$ cat src/hw/rtl/f32asmd_pkg.sv
// Shared types, constants and packing helpers of the single-precision arithmetic unit.
package f32asmd_pkg;

    localparam int EXP_W       = 8;
    localparam int FRAC_W      = 23;
    localparam int MANT_W      = FRAC_W + 1;
    localparam int EXPI_W      = EXP_W + 2;
    localparam int QUOT_BITS   = MANT_W;
    localparam int STEP_W      = $clog2(QUOT_BITS);
    localparam int QUEUE_DEPTH = 2;

    localparam logic signed [EXPI_W-1:0] EXP_BIAS = EXPI_W'(127);
    localparam logic signed [EXPI_W-1:0] EXP_SAT  = EXPI_W'(255);

    typedef enum logic [1:0] {
        OP_ADD = 2'd0,
        OP_SUB = 2'd1,
        OP_MUL = 2'd2,
        OP_DIV = 2'd3
    } op_t;

    typedef enum logic [2:0] {
        K_ADD  = 3'd0,
        K_SUB  = 3'd1,
        K_ZERO = 3'd2,
        K_MUL  = 3'd3,
        K_DIV  = 3'd4
    } kind_t;

    // For add/subtract: exp_a is the larger exponent, man_a the mantissa of the larger
    // magnitude, man_b the aligned mantissa of the smaller one.
    typedef struct packed {
        kind_t             kind;
        logic              sign;
        logic [EXP_W-1:0]  exp_a;
        logic [EXP_W-1:0]  exp_b;
        logic [MANT_W-1:0] man_a;
        logic [MANT_W-1:0] man_b;
    } job_t;

    function automatic logic [31:0] pack(input logic sign, input logic [EXP_W-1:0] e,
                                         input logic [FRAC_W-1:0] f);
        return {sign, e, f};
    endfunction

    function automatic logic [31:0] infinity_of(input logic sign);
        return {sign, {EXP_W{1'b1}}, {FRAC_W{1'b0}}};
    endfunction

endpackage

$ cat src/hw/rtl/f32asmd_queue.sv
// Short job queue between the classifying front and the execution back.
module f32asmd_queue #(
    parameter int DEPTH = f32asmd_pkg::QUEUE_DEPTH
) (
    input  logic               clk,
    input  logic               rst_n,
    input  logic               push,
    input  f32asmd_pkg::job_t  push_job,
    input  logic               pop,
    output f32asmd_pkg::job_t  head_job,
    output logic               empty,
    output logic               full
);

    localparam int PTR_W = (DEPTH > 1) ? $clog2(DEPTH) : 1;
    localparam int CNT_W = $clog2(DEPTH + 1);

    f32asmd_pkg::job_t store_reg [DEPTH];
    logic [PTR_W-1:0]  wr_ptr_reg, wr_ptr_next;
    logic [PTR_W-1:0]  rd_ptr_reg, rd_ptr_next;
    logic [CNT_W-1:0]  count_reg, count_next;

    assign empty    = (count_reg == '0);
    assign full     = (count_reg == CNT_W'(DEPTH));
    assign head_job = store_reg[rd_ptr_reg];

    always_comb
    begin
        wr_ptr_next = wr_ptr_reg;
        rd_ptr_next = rd_ptr_reg;
        count_next  = count_reg;
        if (push)
        begin
            wr_ptr_next = (wr_ptr_reg == PTR_W'(DEPTH - 1)) ? '0 : wr_ptr_reg + 1'b1;
        end
        if (pop)
        begin
            rd_ptr_next = (rd_ptr_reg == PTR_W'(DEPTH - 1)) ? '0 : rd_ptr_reg + 1'b1;
        end
        if (push && !pop)
        begin
            count_next = count_reg + 1'b1;
        end
        else if (pop && !push)
        begin
            count_next = count_reg - 1'b1;
        end
    end

    always_ff @(posedge clk or negedge rst_n)
    begin
        if (!rst_n)
        begin
            wr_ptr_reg <= '0;
            rd_ptr_reg <= '0;
            count_reg  <= '0;
        end
        else
        begin
            wr_ptr_reg <= wr_ptr_next;
            rd_ptr_reg <= rd_ptr_next;
            count_reg  <= count_next;
        end
    end

    always_ff @(posedge clk)
    begin
        if (push)
        begin
            store_reg[wr_ptr_reg] <= push_job;
        end
    end

endmodule

$ cat src/hw/rtl/f32asmd_front.sv
// Front end: unpacks operands, decodes the operation and aligns add/subtract mantissas.
module f32asmd_front (
    input  logic               start,
    input  logic               busy,
    input  logic [1:0]         action,
    input  logic [31:0]        operand_a,
    input  logic [31:0]        operand_b,
    output logic               push,
    output f32asmd_pkg::job_t  push_job
);

    localparam int EW = f32asmd_pkg::EXP_W;
    localparam int MW = f32asmd_pkg::MANT_W;
    localparam int FW = f32asmd_pkg::FRAC_W;

    logic [EW-1:0] exp_a, exp_b, exp_big, exp_small, shift;
    logic [MW-1:0] man_a, man_b, man_big, man_small, man_aligned;
    logic          sign_b_eff, b_bigger, sign_big;

    assign push  = start && !busy;
    assign exp_a = operand_a[FW +: EW];
    assign exp_b = operand_b[FW +: EW];
    assign man_a = {1'b1, operand_a[FW-1:0]};
    assign man_b = {1'b1, operand_b[FW-1:0]};

    always_comb
    begin
        sign_b_eff  = operand_b[31] ^ (action == f32asmd_pkg::OP_SUB);
        b_bigger    = (operand_b[30:0] > operand_a[30:0]);
        exp_big     = b_bigger ? exp_b : exp_a;
        exp_small   = b_bigger ? exp_a : exp_b;
        man_big     = b_bigger ? man_b : man_a;
        man_small   = b_bigger ? man_a : man_b;
        sign_big    = b_bigger ? sign_b_eff : operand_a[31];
        shift       = exp_big - exp_small;
        man_aligned = (shift >= EW'(MW)) ? '0 : (man_small >> shift[4:0]);

        push_job.exp_a = exp_a;
        push_job.exp_b = exp_b;
        push_job.man_a = man_a;
        push_job.man_b = man_b;
        push_job.sign  = operand_a[31] ^ operand_b[31];
        unique case (f32asmd_pkg::op_t'(action))
            f32asmd_pkg::OP_MUL:
            begin
                push_job.kind = f32asmd_pkg::K_MUL;
            end
            f32asmd_pkg::OP_DIV:
            begin
                push_job.kind = f32asmd_pkg::K_DIV;
            end
            default:
            begin
                push_job.sign  = sign_big;
                push_job.exp_a = exp_big;
                push_job.man_a = man_big;
                push_job.man_b = man_aligned;
                if (operand_a[31] == sign_b_eff)
                begin
                    push_job.kind = f32asmd_pkg::K_ADD;
                end
                else if (operand_a[30:0] == operand_b[30:0])
                begin
                    push_job.kind = f32asmd_pkg::K_ZERO;
                end
                else
                begin
                    push_job.kind = f32asmd_pkg::K_SUB;
                end
            end
        endcase
    end

endmodule

$ cat src/hw/rtl/f32asmd_back.sv
// Back end: executes queued jobs with a shared sequencer and drives the result beat.
module f32asmd_back (
    input  logic               clk,
    input  logic               rst_n,
    input  f32asmd_pkg::job_t  head_job,
    input  logic               empty,
    output logic               pop,
    output logic [31:0]        result_bits,
    output logic               done
);

    localparam int EW = f32asmd_pkg::EXP_W;
    localparam int MW = f32asmd_pkg::MANT_W;
    localparam int FW = f32asmd_pkg::FRAC_W;
    localparam int IW = f32asmd_pkg::EXPI_W;
    localparam int SW = f32asmd_pkg::STEP_W;

    typedef enum logic [5:0] {
        ST_IDLE = 6'b000001,
        ST_ADD  = 6'b000010,
        ST_NORM = 6'b000100,
        ST_MUL  = 6'b001000,
        ST_DIV  = 6'b010000,
        ST_DFIN = 6'b100000
    } state_t;

    state_t               state_reg, state_next;
    logic                 sign_reg, sign_next;
    logic signed [IW-1:0] exp_reg, exp_next;
    logic [MW:0]          man_reg, man_next;
    logic [2*MW-1:0]      prod_reg, prod_next;
    logic [MW:0]          rem_reg, rem_next;
    logic [MW-1:0]        dvsr_reg, dvsr_next;
    logic [SW-1:0]        step_reg, step_next;
    logic [31:0]          result_reg, result_next;
    logic                 done_reg, done_next;

    logic [31:0]          add_res, norm_res, mul_res, div_res;
    logic                 norm_busy;

    // Sum finish: absorb the carry out.
    always_comb
    begin
        logic signed [IW-1:0] e2;
        logic [MW-1:0]        m2;
        e2 = exp_reg + IW'(man_reg[MW]);
        m2 = man_reg[MW] ? man_reg[MW:1] : man_reg[MW-1:0];
        add_res = (e2 >= f32asmd_pkg::EXP_SAT) ? f32asmd_pkg::infinity_of(sign_reg)
                : f32asmd_pkg::pack(sign_reg, e2[EW-1:0], m2[FW-1:0]);
    end

    // Difference: one left shift per cycle until normalized or exponent hits zero.
    always_comb
    begin
        logic [MW-1:0] m2;
        norm_busy = !man_reg[MW-1] && (exp_reg != '0);
        m2 = (exp_reg == '0) ? (man_reg[MW-1:0] >> 1) : man_reg[MW-1:0];
        norm_res = f32asmd_pkg::pack(sign_reg, exp_reg[EW-1:0], m2[FW-1:0]);
    end

    always_comb
    begin
        logic [MW:0]          m1;
        logic [MW-1:0]        m2;
        logic signed [IW-1:0] e2;
        m1 = prod_reg[FW +: MW + 1];
        e2 = exp_reg + IW'(m1[MW]);
        m2 = m1[MW] ? m1[MW:1] : m1[MW-1:0];
        if (e2 >= f32asmd_pkg::EXP_SAT)
        begin
            mul_res = f32asmd_pkg::infinity_of(sign_reg);
        end
        else if (e2 < 0)
        begin
            mul_res = {sign_reg, 31'd0};
        end
        else
        begin
            mul_res = f32asmd_pkg::pack(sign_reg, e2[EW-1:0], m2[FW-1:0]);
        end
    end

    // Quotient finish: at most one normalizing shift, then denormalize on underflow.
    always_comb
    begin
        logic [MW-1:0]        q1, q2;
        logic signed [IW-1:0] e1, e2;
        logic [IW-1:0]        sh;
        if (!man_reg[MW-1] && (exp_reg > 0))
        begin
            q1 = {man_reg[MW-2:0], 1'b0};
            e1 = exp_reg - 1'b1;
        end
        else
        begin
            q1 = man_reg[MW-1:0];
            e1 = exp_reg;
        end
        sh = IW'(1) - e1;
        q2 = q1;
        e2 = e1;
        if (e1 <= 0)
        begin
            q2 = (sh >= IW'(MW)) ? '0 : (q1 >> sh[4:0]);
            e2 = '0;
        end
        div_res = (e2 >= f32asmd_pkg::EXP_SAT) ? f32asmd_pkg::infinity_of(sign_reg)
                : f32asmd_pkg::pack(sign_reg, e2[EW-1:0], q2[FW-1:0]);
    end

    always_comb
    begin
        logic          ge;
        logic [MW:0]   diff;
        state_next  = state_reg;
        sign_next   = sign_reg;
        exp_next    = exp_reg;
        man_next    = man_reg;
        prod_next   = prod_reg;
        rem_next    = rem_reg;
        dvsr_next   = dvsr_reg;
        step_next   = step_reg;
        result_next = result_reg;
        done_next   = 1'b0;
        pop         = 1'b0;
        ge          = (rem_reg >= {1'b0, dvsr_reg});
        diff        = rem_reg - {1'b0, dvsr_reg};
        unique case (state_reg)
            ST_IDLE:
            begin
                if (!empty)
                begin
                    pop       = 1'b1;
                    sign_next = head_job.sign;
                    case (head_job.kind)
                        f32asmd_pkg::K_ADD:
                        begin
                            man_next   = {1'b0, head_job.man_a} + {1'b0, head_job.man_b};
                            exp_next   = IW'(head_job.exp_a);
                            state_next = ST_ADD;
                        end
                        f32asmd_pkg::K_SUB:
                        begin
                            man_next   = {1'b0, head_job.man_a} - {1'b0, head_job.man_b};
                            exp_next   = IW'(head_job.exp_a);
                            state_next = ST_NORM;
                        end
                        f32asmd_pkg::K_MUL:
                        begin
                            prod_next  = head_job.man_a * head_job.man_b;
                            exp_next   = IW'(head_job.exp_a) + IW'(head_job.exp_b)
                                       - f32asmd_pkg::EXP_BIAS;
                            state_next = ST_MUL;
                        end
                        f32asmd_pkg::K_DIV:
                        begin
                            rem_next   = {1'b0, head_job.man_a};
                            dvsr_next  = head_job.man_b;
                            man_next   = '0;
                            step_next  = SW'(f32asmd_pkg::QUOT_BITS - 1);
                            exp_next   = IW'(head_job.exp_a) - IW'(head_job.exp_b)
                                       + f32asmd_pkg::EXP_BIAS;
                            state_next = ST_DIV;
                        end
                        default:
                        begin
                            result_next = '0;
                            done_next   = 1'b1;
                        end
                    endcase
                end
            end
            ST_ADD:
            begin
                result_next = add_res;
                done_next   = 1'b1;
                state_next  = ST_IDLE;
            end
            ST_NORM:
            begin
                if (norm_busy)
                begin
                    man_next = {man_reg[MW-1:0], 1'b0};
                    exp_next = exp_reg - 1'b1;
                end
                else
                begin
                    result_next = norm_res;
                    done_next   = 1'b1;
                    state_next  = ST_IDLE;
                end
            end
            ST_MUL:
            begin
                result_next = mul_res;
                done_next   = 1'b1;
                state_next  = ST_IDLE;
            end
            ST_DIV:
            begin
                // Restoring step: one quotient bit per cycle.
                man_next  = {man_reg[MW-1:0], ge};
                rem_next  = ge ? {diff[MW-1:0], 1'b0} : {rem_reg[MW-1:0], 1'b0};
                step_next = step_reg - 1'b1;
                if (step_reg == '0)
                begin
                    state_next = ST_DFIN;
                end
            end
            ST_DFIN:
            begin
                result_next = div_res;
                done_next   = 1'b1;
                state_next  = ST_IDLE;
            end
            default:
            begin
                state_next = ST_IDLE;
            end
        endcase
    end

    always_ff @(posedge clk or negedge rst_n)
    begin
        if (!rst_n)
        begin
            state_reg <= ST_IDLE;
            done_reg  <= 1'b0;
            step_reg  <= '0;
        end
        else
        begin
            state_reg <= state_next;
            done_reg  <= done_next;
            step_reg  <= step_next;
        end
    end

    always_ff @(posedge clk)
    begin
        sign_reg   <= sign_next;
        exp_reg    <= exp_next;
        man_reg    <= man_next;
        prod_reg   <= prod_next;
        rem_reg    <= rem_next;
        dvsr_reg   <= dvsr_next;
        result_reg <= result_next;
    end

    assign result_bits = result_reg;
    assign done        = done_reg;

endmodule

$ cat src/hw/rtl/float32_add_sub_mul_div_unit.sv
// Top level of the truncating single-precision add/subtract/multiply/divide unit.
// An operation is taken on a clock edge where start is high and busy is low; busy
// is high only while the job queue is full. Each result appears on result_bits for
// exactly one cycle with done high, and must be taken then: the unit cannot be
// stalled. An accepted operation may wait in the queue before the sequencer runs it:
// add and multiply pass through a finishing state, equal-magnitude cancellation
// finishes from idle, subtract shifts left once per cycle until normalized or its
// exponent is zero, and divide takes one quotient bit per cycle in the restoring
// divider before a finishing state. The execution sequencer handles one job at a
// time, so it pops a new job from the queue only after the last one is done.
module float32_add_sub_mul_div_unit #(
    parameter int QUEUE_DEPTH = f32asmd_pkg::QUEUE_DEPTH
) (
    input  logic        clk,
    input  logic        rst_n,
    input  logic        start,
    output logic        busy,
    input  logic [1:0]  action,
    input  logic [31:0] operand_a,
    input  logic [31:0] operand_b,
    output logic [31:0] result_bits,
    output logic        done
);

    f32asmd_pkg::job_t push_job, head_job;
    logic              push, pop, empty, full;

    assign busy = full;

    f32asmd_front u_front (
        .start     (start),
        .busy      (busy),
        .action    (action),
        .operand_a (operand_a),
        .operand_b (operand_b),
        .push      (push),
        .push_job  (push_job)
    );

    f32asmd_queue #(
        .DEPTH (QUEUE_DEPTH)
    ) u_queue (
        .clk      (clk),
        .rst_n    (rst_n),
        .push     (push),
        .push_job (push_job),
        .pop      (pop),
        .head_job (head_job),
        .empty    (empty),
        .full     (full)
    );

    f32asmd_back u_back (
        .clk         (clk),
        .rst_n       (rst_n),
        .head_job    (head_job),
        .empty       (empty),
        .pop         (pop),
        .result_bits (result_bits),
        .done        (done)
    );

`ifndef SYNTH
    // The queue fills only through an accepted beat.
    assert property (@(posedge clk) disable iff (!rst_n) $rose(busy) |-> $past(start))
        else $error("busy rose without an accepted beat");

    // A pop never comes from an empty queue.
    assert property (@(posedge clk) disable iff (!rst_n) pop |-> !empty)
        else $error("pop from empty queue");
`endif

endmodule

$ cat config.mk
export PLATFORM = sky130hd
export DESIGN_NAME = float32_add_sub_mul_div_unit
export DESIGN_NICKNAME = d
export VERILOG_FILES = /design/src/hw/rtl/f32asmd_pkg.sv /design/src/hw/rtl/f32asmd_queue.sv /design/src/hw/rtl/f32asmd_front.sv /design/src/hw/rtl/f32asmd_back.sv /design/src/hw/rtl/float32_add_sub_mul_div_unit.sv
export SDC_FILE = /design/constraint.sdc
export NUM_CORES = 2
export LEC_CHECK = 0
export BUFFER_PORTS_ARGS = -buffer_cell sky130_fd_sc_hd__clkbuf_2
export CORE_UTILIZATION = 40
export DETAILED_ROUTE_END_ITERATION = 6
export GPL_ROUTABILITY_DRIVEN = 0
export HOLD_SLACK_MARGIN = 0.06
export PLACE_DENSITY_LB_ADDON = 0.25
export SYNTH_ARGS = -nofsm -noshare
export SYNTH_HDL_FRONTEND = slang
export SYNTH_SLANG_ARGS = --single-unit
$ cat constraint.sdc
create_clock -name clk -period 11.4 [get_ports clk]
set_input_delay 0.57 -clock clk [delete_from_list [all_inputs] [get_ports clk]]
set_output_delay 0.57 -clock clk [all_outputs]
set_load 0.03 [all_outputs]
==> key figures <==
Synthesis
  – Synthesized net count: 4,978
  – Synth warnings: 0
  – Synthesized cell area: 0.0383 mm2
  – Average footprint of a synthesized cell: 9.24 um2
  – Proportion of synthesized flip-flops having asynchronous set or reset: 0.0548
  – Distinct cell type count of the synthesized netlist: 100
  – Synthesized instance count: 4,147
  – Number of enable-type register cells in the synthesized netlist: 276
  – Number of synthesized register bits: 292
  – Fraction of the yosys area taken by sequential cells: 0.227
  – Leading register cell type out of synthesis: sky130_fd_sc_hd__edfxtp_1

Setup path
  – Most common cell type on the critical path: sky130_fd_sc_hd__inv_1
  – Worst Path Required: 11.70 ns
  – Destination of the worst register-to-register timing path: u_back.prod_reg[44]$_DFFE_PP_
  – CP Max Fanout: 57
  – CP startpoint kind: register
  – Element type at the critical path end: register
  – Slowest-stage cell, CP: sky130_fd_sc_hd__dfrtp_4
  – Largest stage delay, worst path: 1.04 ns
  – Register-to-Register Setup Slack: 1.33 ns
  – FF-to-FF path depth: 29
  – Category of the most critical setup path: reg -> reg
  – Launch point of the worst reg-to-reg path: u_queue.rd_ptr_reg$_DFFE_PN0P_
  – Crit path arrival time: 10.37 ns

Cells and area
  – Most common cell after layout, fill and taps aside: sky130_fd_sc_hd__inv_1
  – Multi-input gate area: 0.0263 mm2
  – Largest register FFs: 134
  – Leading cell types in the layout, fill and taps excluded: sky130_fd_sc_hd__inv_1, sky130_fd_sc_hd__nand2_1, sky130_fd_sc_hd__fa_1
  – Diodes inserted: 0
  – Layout overhead on the synthesized area: 8.22%
  – # nets final: 4,999
  – Layout Cells excl Fill: 5,459
  – Fraction of layout instances using a drive strength above 1: 0.0818
  – Filler cell count in the final layout: 9,326
  – Register area: 0.00869 mm2
  – End-of-flow core utilization: 0.437

Clock network
  – Clock transition at the registers of the reported paths: 0.06 ns
  – Number of setup buffers added after CTS: 0
  – Max Root-Sink Buffers: 3
  – H-tree depth: 2
  – Worst skew pair latency: 0.56 ns
  – Clk Tree Root Cell: sky130_fd_sc_hd__clkbuf_16
  – Num Clock Sinks: 292
  – Cts bufs inserted: 37
  – Clock tree from TritonCTS: done

STA
  – Total negative slack for setup checks: 0 ns
  – Achievable frequency: 0.0993 GHz
  – Worst rel slew slack: 0.219
  – Worst Setup Slack, final: 1.33 ns
  – RSZ-0062 raised after global routing: false
  – Worst-Margin Slew: 1.17 ns
  – Number of pins with negative max-slew slack in the final report: 0
  – Final setup violation count: 0
  – Skew final: 0.0295 ns
  – Hold violation count in the final report: 0
  – Ratio of final minimum period to clock period: 0.884
  – Final period demand of the worst path: 10.07 ns

Detailed routing
  – Via Count: 30.0k
  – WL final: 116 mm
  – Detailed-route DRC error count: 0
  – Via count normalized by instance count: 5.49
  – ANT nets after route: 0
  – Initial DRT Pass Iterations: 6
  – Final routed wire length divided by cell count: 21.2 um
  – First DRT Iteration DRCs: 2,769

Floorplan
  – Chip width: 311 um
  – Vert. Die Dim: 311 um
  – Core area: 0.0949 mm2
  – Ports placed on the boundary: 103
  – Count of standard-cell rows: 113
  – Initial core utilization: 0.404
  – Area enclosed by the die boundary: 0.0970 mm2

Global routing
  – Vias in the first global route: 30.5k
  – Antenna violations before repair: 0
  – Wire length of the first global-routing pass: 180 mm
  – Maximum number of pins on one net before global-route repair: 62
  – Overflow left after global routing: 0
  – All-layer global routing usage: 0.241

Hold path
  – Hold EP: u_queue.store_reg[0][55]$_DFFE_PP_
  – Hold path cells: 1
  – Hold_sp: operand_b[30]
  – Hold crit path type: in -> reg

Placement
  – Place WS: 1.59 ns
  – Placed wire-length estimate after detailed placement: 88.6 mm
  – Port bufs: 102
  – Placed Cells incl. Taps: 5,393

Flow run
  – Maxcap violations: 0

Run status
  – Result of the run: finished clean
-- routing by layer --
layer / global-route usage / share of wire / vias up
li1: - / - / 13700
met1: 0.330 / 0.43 / 14900
met2: 0.388 / 0.46 / 1170
met3: 0.0443 / 0.082 / 217
met4: 0.0699 / 0.030 / 0
met5: 0 / 0 / -
-- stage by stage --
| step | hold WS, ns | area, um2 |
|---|---|---|
| after detailed placement | 0.494 | 40300 |
| after global routing | 0.272 | 41400 |
| after CTS | 0.258 | 41400 |
| final | 0.281 | 41400 |
| after global placement | 0.486 | 40300 |
| after floorplan | 0.274 | 38300 |
-- repair_timing --
item,4_1_cts,5_1_grt
endpoints found under the hold margin,15,0
endpoints found under the setup margin,0,0
hold buffers,1,0
resized for setup,0,0
-- worst max-delay path by stage --
| stage | from | end | slack (ns) | cells after the start |
|---|---|---|---|---|
| detailed placement | u_queue.rd_ptr_reg$_DFFE_PN0P_ | u_back.prod_reg[44]$_DFFE_PP_ | 1.59 | 29 |
| global route | u_queue.rd_ptr_reg$_DFFE_PN0P_ | u_back.prod_reg[44]$_DFFE_PP_ | 0.80 | 29 |
| finish | u_queue.rd_ptr_reg$_DFFE_PN0P_ | u_back.prod_reg[44]$_DFFE_PP_ | 1.33 | 29 |
| floorplan | u_queue.rd_ptr_reg$_DFFE_PN0P_ | u_back.prod_reg[44]$_DFFE_PP_ | 2.23 | 32 |
| CTS | u_queue.rd_ptr_reg$_DFFE_PN0P_ | u_back.prod_reg[44]$_DFFE_PP_ | 1.50 | 25 |
| global placement | u_queue.rd_ptr_reg$_DFFE_PN0P_ | u_back.prod_reg[44]$_DFFE_PP_ | 1.62 | 25 |
-- cells by family after synthesis --
family / after synthesis / share of synthesized area
flops: 292 / 0.227
mux: 200 / 0.0595
xor+xnor: 144 / 0.0334
simple gates: 1219 / 0.139
compound gates: 626 / 0.107
fa+ha+maj: 762 / 0.344
buf+inv: 904 / 0.0898
-- cells in the mapped netlist, types with 20 or more instances --
master	n	area share
sky130_fd_sc_hd__inv_1	697	0.068
sky130_fd_sc_hd__nand2_1	536	0.053
sky130_fd_sc_hd__fa_1	485	0.25
sky130_fd_sc_hd__nor2_1	400	0.039
sky130_fd_sc_hd__ha_1	277	0.090
sky130_fd_sc_hd__edfxtp_1	276	0.22
sky130_fd_sc_hd__o21ai_0	169	0.022
sky130_fd_sc_hd__clkbuf_1	154	0.015
sky130_fd_sc_hd__mux2i_1	149	0.039
sky130_fd_sc_hd__a21oi_1	137	0.018
sky130_fd_sc_hd__xnor2_1	91	0.021
sky130_fd_sc_hd__nor3_1	55	0.0072
sky130_fd_sc_hd__xor2_1	52	0.012
sky130_fd_sc_hd__a221oi_1	47	0.011
sky130_fd_sc_hd__nand3_1	37	0.0048
sky130_fd_sc_hd__mux2_2	31	0.0091
sky130_fd_sc_hd__nand2b_1	29	0.0047
sky130_fd_sc_hd__a211oi_1	28	0.0055
sky130_fd_sc_hd__nor2b_1	27	0.0044
sky130_fd_sc_hd__a21o_1	26	0.0051
sky130_fd_sc_hd__buf_1	23	0.0023
sky130_fd_sc_hd__o21a_1	23	0.0045
sky130_fd_sc_hd__nand4_1	22	0.0036
sky130_fd_sc_hd__a31oi_1	20	0.0033
sky130_fd_sc_hd__o31ai_1	20	0.0039
-- critical path: cells and delay by family, from the launching register on --
family                   cells  cell delay, ns
AND/OR/NAND/NOR              3            0.28
adder cells (fa/ha/maj)      8            3.51
AO/OA/AOI/OAI                8            2.79
buffers and inverters        9            1.23
flip-flops                   1            1.04
multiplexers                 1            0.86
-- layout make-up --
class / instances / area share
clock buffer: 46 / 0.0237
tap: 1265 / 0.0382
timing repair buffer: 178 / 0.0261
sequential: 292 / 0.210
multi-input combinational: 2951 / 0.634
inverter: 708 / 0.0641
clock inverter: 19 / 0.00441
Power is not shown: default switching activity piles up to over one toggle a cycle in this logic, so the estimate is an artifact.
